### src/design/dtwsl_pkg.sv
`default_nettype none

package dtwsl_pkg;

   // field widths
   localparam int unsigned FREQ_W  = 27;
   localparam int unsigned CTRL_W  = 2;
   localparam int unsigned PHASE_W = 5;
   localparam int unsigned TW_W    = 32;

   // serial word: tuning word, control bits, power-down bit, phase
   localparam int unsigned WORD_W  = TW_W + CTRL_W + 1 + PHASE_W;
   // results per item: every word bit plus the update strobe
   localparam int unsigned RUN_LEN = WORD_W + 1;
   localparam int unsigned CNT_W   = $clog2(RUN_LEN + 1);

   // full-scale clock in hertz; requests above it saturate
   localparam logic [FREQ_W-1:0] FULL_SCALE_HZ = FREQ_W'(125000000);

   // tw = floor(f * 2^31 / 125e6) = floor(f * 2^25 / 5^9)
   localparam int unsigned REM_W = 22;
   localparam logic [REM_W-1:0] DIVISOR = REM_W'(1953125);
   // floor(2^52 / 5^9); estimate is (f * RECIP) >> 27, short by at most one
   localparam int unsigned RECIP_SHIFT = 27;
   localparam logic [TW_W-1:0] RECIP = 32'd2305843009;
   localparam int unsigned PROD_W = FREQ_W + TW_W;

   // strobe kinds
   localparam logic KIND_WORD_CLOCK = 1'b0;
   localparam logic KIND_FREQ_UPDATE = 1'b1;

   // fields that ride along the arithmetic stages
   typedef struct packed {
      logic [CTRL_W-1:0]  control_bits;
      logic               power_down;
      logic [PHASE_W-1:0] phase;
   } side_type;

endpackage

`default_nettype wire

### src/design/dds_tuning_word_serial_load.sv
// An accepted item moves through the four registered stages into the output shifter, which then
// gives 41 results, one per cycle with no gap (40 word bits, then the update strobe).
// The one-bit-per-cycle output shifter sets the item rate;
// the next item runs through the four arithmetic stages while the previous one shifts out.
// Reset: synchronous, active high; clears the stage valid bits and the result counter.
`default_nettype none

module dds_tuning_word_serial_load (
   input  wire logic                           clock,
   input  wire logic                           reset,
   input  wire logic                           start,
   output logic                                busy,
   input  wire logic [dtwsl_pkg::FREQ_W-1:0]   req_freq_hz,
   input  wire logic [dtwsl_pkg::CTRL_W-1:0]   req_control_bits,
   input  wire logic                           req_power_down,
   input  wire logic [dtwsl_pkg::PHASE_W-1:0]  req_phase,
   output logic                                rsp_valid,
   output logic                                rsp_serial_bit,
   output logic                                rsp_strobe_kind,
   output logic                                rsp_last
);

   // stage valid bits
   logic s1_valid_ff, s2_valid_ff, s3_valid_ff, s4_valid_ff;
   logic s1_valid_in, s2_valid_in, s3_valid_in, s4_valid_in;

   // stage payloads
   logic [dtwsl_pkg::FREQ_W-1:0]  s1_freq_ff, s1_freq_in;
   dtwsl_pkg::side_type           s1_side_ff, s2_side_ff, s3_side_ff, s4_side_ff;
   dtwsl_pkg::side_type           s1_side_in;
   logic [dtwsl_pkg::TW_W-1:0]    s2_est_ff, s2_est_in;
   logic [dtwsl_pkg::TW_W-1:0]    s3_est_ff;
   logic [dtwsl_pkg::REM_W-1:0]   s3_low_ff, s3_low_in;
   logic [dtwsl_pkg::TW_W-1:0]    s4_tw_ff, s4_tw_in;

   // output shifter
   logic [dtwsl_pkg::WORD_W-1:0]  shift_ff, shift_in;
   logic [dtwsl_pkg::CNT_W-1:0]   count_ff, count_in;

   // stage advance chain
   logic shifter_free;
   logic adv1, adv2, adv3, adv4;
   logic ser_load;

   // arithmetic intermediates
   logic [dtwsl_pkg::PROD_W-1:0]  est_prod;
   logic [dtwsl_pkg::REM_W+21-1:0] low_prod;
   logic [dtwsl_pkg::REM_W-1:0]   remainder;
   logic                          round_up;

   // a stage moves when it is empty or the next one moves
   assign shifter_free = (count_ff <= dtwsl_pkg::CNT_W'(1));
   assign adv4 = !s4_valid_ff || shifter_free;
   assign adv3 = !s3_valid_ff || adv4;
   assign adv2 = !s2_valid_ff || adv3;
   assign adv1 = !s1_valid_ff || adv2;
   assign busy = !adv1;
   assign ser_load = s4_valid_ff && shifter_free;

   // stage 1: capture and saturate the request
   always_comb begin
      s1_valid_in = adv1 ? start : s1_valid_ff;
      s1_freq_in  = s1_freq_ff;
      s1_side_in  = s1_side_ff;
      if (adv1) begin
         s1_freq_in = (req_freq_hz > dtwsl_pkg::FULL_SCALE_HZ) ?
                      dtwsl_pkg::FULL_SCALE_HZ : req_freq_hz;
         s1_side_in.control_bits = req_control_bits;
         s1_side_in.power_down   = req_power_down;
         s1_side_in.phase        = req_phase;
      end
   end

   // stage 2: quotient estimate by reciprocal multiply
   assign est_prod = {{dtwsl_pkg::TW_W{1'b0}}, s1_freq_ff}
                   * {{dtwsl_pkg::FREQ_W{1'b0}}, dtwsl_pkg::RECIP};
   always_comb begin
      s2_valid_in = adv2 ? s1_valid_ff : s2_valid_ff;
      s2_est_in   = adv2 ? est_prod[dtwsl_pkg::RECIP_SHIFT +: dtwsl_pkg::TW_W] : s2_est_ff;
   end

   // stage 3: low bits of estimate times divisor
   assign low_prod = {21'd0, s2_est_ff[dtwsl_pkg::REM_W-1:0]}
                   * {{dtwsl_pkg::REM_W{1'b0}}, dtwsl_pkg::DIVISOR[20:0]};
   always_comb begin
      s3_valid_in = adv3 ? s2_valid_ff : s3_valid_ff;
      s3_low_in   = adv3 ? low_prod[dtwsl_pkg::REM_W-1:0] : s3_low_ff;
   end

   // stage 4: remainder check, bump the estimate by one if short
   // the numerator f * 2^25 has zero low bits, so the remainder is minus the product
   assign remainder = dtwsl_pkg::REM_W'(0) - s3_low_ff;
   assign round_up  = (remainder >= dtwsl_pkg::DIVISOR);
   always_comb begin
      s4_valid_in = adv4 ? s3_valid_ff : s4_valid_ff;
      s4_tw_in    = adv4 ? (s3_est_ff + dtwsl_pkg::TW_W'(round_up)) : s4_tw_ff;
   end

   // output shifter: word bits lsb first, then the update strobe
   always_comb begin
      shift_in = shift_ff;
      count_in = count_ff;
      if (ser_load) begin
         shift_in = {s4_side_ff.phase, s4_side_ff.power_down,
                     s4_side_ff.control_bits, s4_tw_ff};
         count_in = dtwsl_pkg::CNT_W'(dtwsl_pkg::RUN_LEN);
      end else if (count_ff != '0) begin
         shift_in = {1'b0, shift_ff[dtwsl_pkg::WORD_W-1:1]};
         count_in = count_ff - dtwsl_pkg::CNT_W'(1);
      end
   end

   // control registers
   always_ff @(posedge clock) begin
      if (reset) begin
         s1_valid_ff <= 1'b0;
         s2_valid_ff <= 1'b0;
         s3_valid_ff <= 1'b0;
         s4_valid_ff <= 1'b0;
         count_ff    <= '0;
      end else begin
         s1_valid_ff <= s1_valid_in;
         s2_valid_ff <= s2_valid_in;
         s3_valid_ff <= s3_valid_in;
         s4_valid_ff <= s4_valid_in;
         count_ff    <= count_in;
      end
   end

   // payload registers
   always_ff @(posedge clock) begin
      s1_freq_ff <= s1_freq_in;
      s1_side_ff <= s1_side_in;
      s2_est_ff  <= s2_est_in;
      s3_low_ff  <= s3_low_in;
      s4_tw_ff   <= s4_tw_in;
      shift_ff   <= shift_in;
      if (adv2) begin
         s2_side_ff <= s1_side_ff;
      end
      if (adv3) begin
         s3_side_ff <= s2_side_ff;
         s3_est_ff  <= s2_est_ff;
      end
      if (adv4) begin
         s4_side_ff <= s3_side_ff;
      end
   end

   // result ports
   assign rsp_valid       = (count_ff != '0);
   assign rsp_last        = (count_ff == dtwsl_pkg::CNT_W'(1));
   assign rsp_strobe_kind = rsp_last ? dtwsl_pkg::KIND_FREQ_UPDATE
                                     : dtwsl_pkg::KIND_WORD_CLOCK;
   assign rsp_serial_bit  = rsp_last ? 1'b0 : shift_ff[0];

   // checks
   a_est_range: assert property (@(posedge clock) disable iff (reset)
      s2_valid_ff |-> (s2_est_ff <= 32'h8000_0000))
      else $error("quotient estimate above full scale");

   a_tw_range: assert property (@(posedge clock) disable iff (reset)
      s4_valid_ff |-> (s4_tw_ff <= 32'h8000_0000))
      else $error("tuning word above full scale");

   a_run_continues: assert property (@(posedge clock) disable iff (reset)
      (rsp_valid && !rsp_last) |=> rsp_valid)
      else $error("result run broken before the update strobe");

   a_run_ends: assert property (@(posedge clock) disable iff (reset)
      (rsp_last && !ser_load) |=> !rsp_valid)
      else $error("results continue after the update strobe with nothing loaded");

   a_load_count: assert property (@(posedge clock) disable iff (reset)
      ser_load |=> (count_ff == dtwsl_pkg::CNT_W'(dtwsl_pkg::RUN_LEN)))
      else $error("shifter load did not start a full run");

endmodule

`default_nettype wire
### config.mk
export PLATFORM = sky130hd
export DESIGN_NAME = dds_tuning_word_serial_load
export DESIGN_NICKNAME = d
export VERILOG_FILES = /design/src/design/dtwsl_pkg.sv /design/src/design/dds_tuning_word_serial_load.sv
export SDC_FILE = /design/constraint.sdc
export NUM_CORES = 1
export LEC_CHECK = 0
export ABC_CLOCK_PERIOD_IN_PS = 6300
export BUFFER_PORTS_ARGS = -buffer_cell sky130_fd_sc_hd__buf_4
export CAP_MARGIN = 20
export CORE_MARGIN = 2
export CORE_UTILIZATION = 45
export CTS_BUF_LIST = sky130_fd_sc_hd__clkbuf_8
export DETAILED_ROUTE_END_ITERATION = 8
export MAX_ROUTING_LAYER = met4
export PLACE_DENSITY_LB_ADDON = 0.1
export RECOVER_POWER = 50
export SLEW_MARGIN = 20
export SYNTH_ARGS = -nofsm -noshare
export SYNTH_HDL_FRONTEND = slang
export SYNTH_SLANG_ARGS = --single-unit
### constraint.sdc
create_clock -name clock -period 6.3 [get_ports clock]
set_clock_uncertainty 0.1 [all_clocks]
set_input_delay 0.315 -clock clock [delete_from_list [all_inputs] [get_ports clock]]
set_output_delay 0.315 -clock clock [all_outputs]
set_load 0.1 [all_outputs]
==> run_results.csv <==
group,metric,value,unit
critical_path,crit_buf_inv,5,
yosys,synth.yosys.seq_area_share,28.3,%
timing,worstMarginPinSlew,2.78,ns
critical_path,cp_cell_sequence,"inv_2, fa_2, xor2_2, buf_4, ha_4, fa_2, inv_2, fa_2, inv_2, fa_2, fa_2, fa_2, ha_4, buf_6, nand2_4, o211ai_1, a32o_2, o311ai_4, a2bb2oi_2, a311oi_2, o21a_2, o31a_1",
place,portBuffers,42,
finish,syn_to_final_growth,19.4,%
critical_path,critical_path_required,6.52,ns
timing,rsz0062_at_grt,"yes",
finish,layout_commonest_cell,"inv_1",
detailed_routing,drtAntennaViolNets,0,
critical_path,crit_fanout,3,
floorplan,start_util,45.6,%
place,routabilityCongestion,0.936,
detailed_routing,drt_first_pass_iters,7,
floorplan,die_h,233,µm
critical_path,crit_cells,22,
run_status,violations,"max-capacitance violations, max-slew violations, negative setup slack",
global_route,grt_pass1_vias,16500,
timing,layout_setup_ws,-0.270,ns
timing,setup_tns,-1.29,ns
yosys,yosys_most_used_dff,"edfxtp_1",
detailed_routing,drc,0,
place,place_hpwl,47.6,mm
global_route,grt_max_degree,61,
clock_network,cts_max_level,2,
clock_network,clk_path_buf_depth,3,
clock_network,clock_latency,0.64,ns
clock_network,root_buffer,"clkbuf_8",
critical_path,crit_family,"adder cells",
detailed_routing,drtIter0Drc,506,
finish,fill_cells,4696,
floorplan,top_level_ports,43,
timing,finalCritPeriodShare,104,%
job,cap_violations,3,
yosys,ys_types,67,
critical_path,cpMaxStageDelayCell,"fa_2",
yosys,synthesis.nets,2837,
finish,layout_common_cells,"inv_1, ha_1, fa_1, edfxtp_1, buf_4",
global_route,gr-total-overflow,0,
timing,hold_violations,0,
hold_path,hold_class,"flip-flop to flip-flop",
critical_path,rr_worst_depth,22,
critical_path,max_stage_delay,0.61,ns
yosys,avgSynthCellArea,11.2,µm²
critical_path,worstSetupEndpointType,"flip-flop",
yosys,ys_warn_count,0,
critical_path,start_kind,"flip-flop",
finish,drive_gt1_share,18.3,%
yosys,syn_area,23500,µm²
timing,holdWs,0.290,ns
timing,finalMaxSlewViolations,119,
yosys,synth_cells,2095,
global_route,grt_antenna_before_repair,1,
detailed_routing,via_per_inst,4.76,
global_route,grt_pass1_wl,89.4,mm
clock_network,cts_inserted_buffers,40,
finish,final_nets,3143,
place,preCtsSetupSlack,-0.339,ns
yosys,synthArstFlopShare,0,%
floorplan,fp.dieW,233,µm
detailed_routing,num_vias,14800,
timing,relSlewSlack,-85.2,%
timing,finalSetupViolations,12,
timing,fin_crit,6.57,ns
critical_path,cp.arrival,6.79,ns
finish,fin_cells,3113,
yosys,ys_ff_latch,225,
clock_network,cts_tree,"done",
floorplan,die_area,54100,µm²
clock_network,clkSinkCount,225,
detailed_routing,wire_per_inst,18.1,µm
detailed_routing,wl,56.5,mm
clock_network,clkTransAtPathRegs,0.06,ns
floorplan,coreArea,51500,µm²
critical_path,crit_path_frequent_cell,"fa_2",
critical_path,path_class,"flip-flop to flip-flop",
place,dp.cells,2970,
run_status,status,"finished, violations left",
timing,fmax,0.152,GHz
global_route,grtUsageTotal,22.6,%
hold_path,worstHoldPathCells,0,
yosys,synth_edf_count,215,
floorplan,num_rows,83,
-- what timing repair did --
item,CTS,global route
endpoints found under the hold margin,45,0
endpoints found under the setup margin,24,27
hold buffers,37,0
gates resized for setup,66,82
pin swaps,79,84
setup buffers,23,14
-- sequential cells by signal, indices dropped and copies added (netlist names), 20 cells and up --
register    flops
shift_ff       40
s3_est_ff      32
s1_freq_ff     27
s3_low_ff      20
s4_tw_ff       32
s2_est_ff      32
-- cells by family after synthesis --
kind of cell    after synthesis  share of synthesized area [%]
compound gates              146                           4.24
xor+xnor                    108                           4.02
fa+ha+maj                   704                           47.5
buf+inv                     582                           9.32
flops                       225                           28.3
simple gates                330                           6.61
-- final timing paths --
| kind | slack (ns) | endpoint | from |
|---|---|---|---|
| worst max-delay path | -0.27 | s2_est_ff[30]$_DFFE_PP_ | s1_freq_ff[24]$_SDFFCE_PN1N_ |
| worst min-delay path | 0.29 | s4_side_ff[1]$_DFFE_PP_ | s3_side_ff[1]$_DFFE_PP_ |
| worst max register to register | -0.27 | s2_est_ff[30]$_DFFE_PP_ | s1_freq_ff[24]$_SDFFCE_PN1N_ |
| worst min register to register | 0.29 | s4_side_ff[1]$_DFFE_PP_ | s3_side_ff[1]$_DFFE_PP_ |
-- layer usage --
layer | GRT usage [%] | share of wire (%)
met5 | - | 0
met4 | 8.74 | 3.9
met3 | 2.75 | 2.6
met2 | 38.7 | 50
met1 | 27.2 | 44
-- final cells by class --
| type | instances | area (µm²) | share of cell area, % |
|---|---|---|---|
| Sequential cell | 225 | 6660 | 23.7 |
| Timing Repair Buffer | 284 | 2220 | 7.93 |
| Clock buffer | 43 | 592 | 2.11 |
| Clock inverter | 30 | 196 | 0.700 |
| Antenna cell | 1 | 2.50 | 0.00892 |
| Tap cell | 680 | 851 | 3.03 |
| Inverter | 562 | 2110 | 7.52 |
| Multi-Input combinational cell | 1288 | 15400 | 55.0 |
-- through the flow --
step                utilization, %  instance area (µm²)
floorplan                        -                23600
global placement              50.5                26000
detailed placement            50.5                26000
CTS                           53.7                27700
global route                  54.5                28100
finish                        54.5                28100
-- cells in the mapped netlist, types with 7 or more instances --
| cell type | instances | share of area [%] |
|---|---|---|
| inv_1 | 561 | 9.0 |
| ha_1 | 390 | 21 |
| fa_1 | 314 | 27 |
| edfxtp_1 | 215 | 27 |
| nand2_1 | 157 | 2.5 |
| xnor2_1 | 69 | 2.6 |
| a21oi_1 | 52 | 1.1 |
| xor2_1 | 39 | 1.5 |
| nor2_1 | 38 | 0.61 |
| nand3_1 | 31 | 0.66 |
| a21o_1 | 23 | 0.73 |
| nor2b_1 | 17 | 0.45 |
| clkbuf_1 | 16 | 0.26 |
| nand4_1 | 16 | 0.43 |
| nor3_1 | 15 | 0.32 |
| o21ai_0 | 14 | 0.30 |
| or2_2 | 12 | 0.32 |
| and3_1 | 10 | 0.27 |
| dfxtp_1 | 10 | 0.85 |
| o21a_1 | 7 | 0.22 |
Power is not shown: default switching activity piles up to over one toggle a cycle in this logic, so the estimate is an artifact.
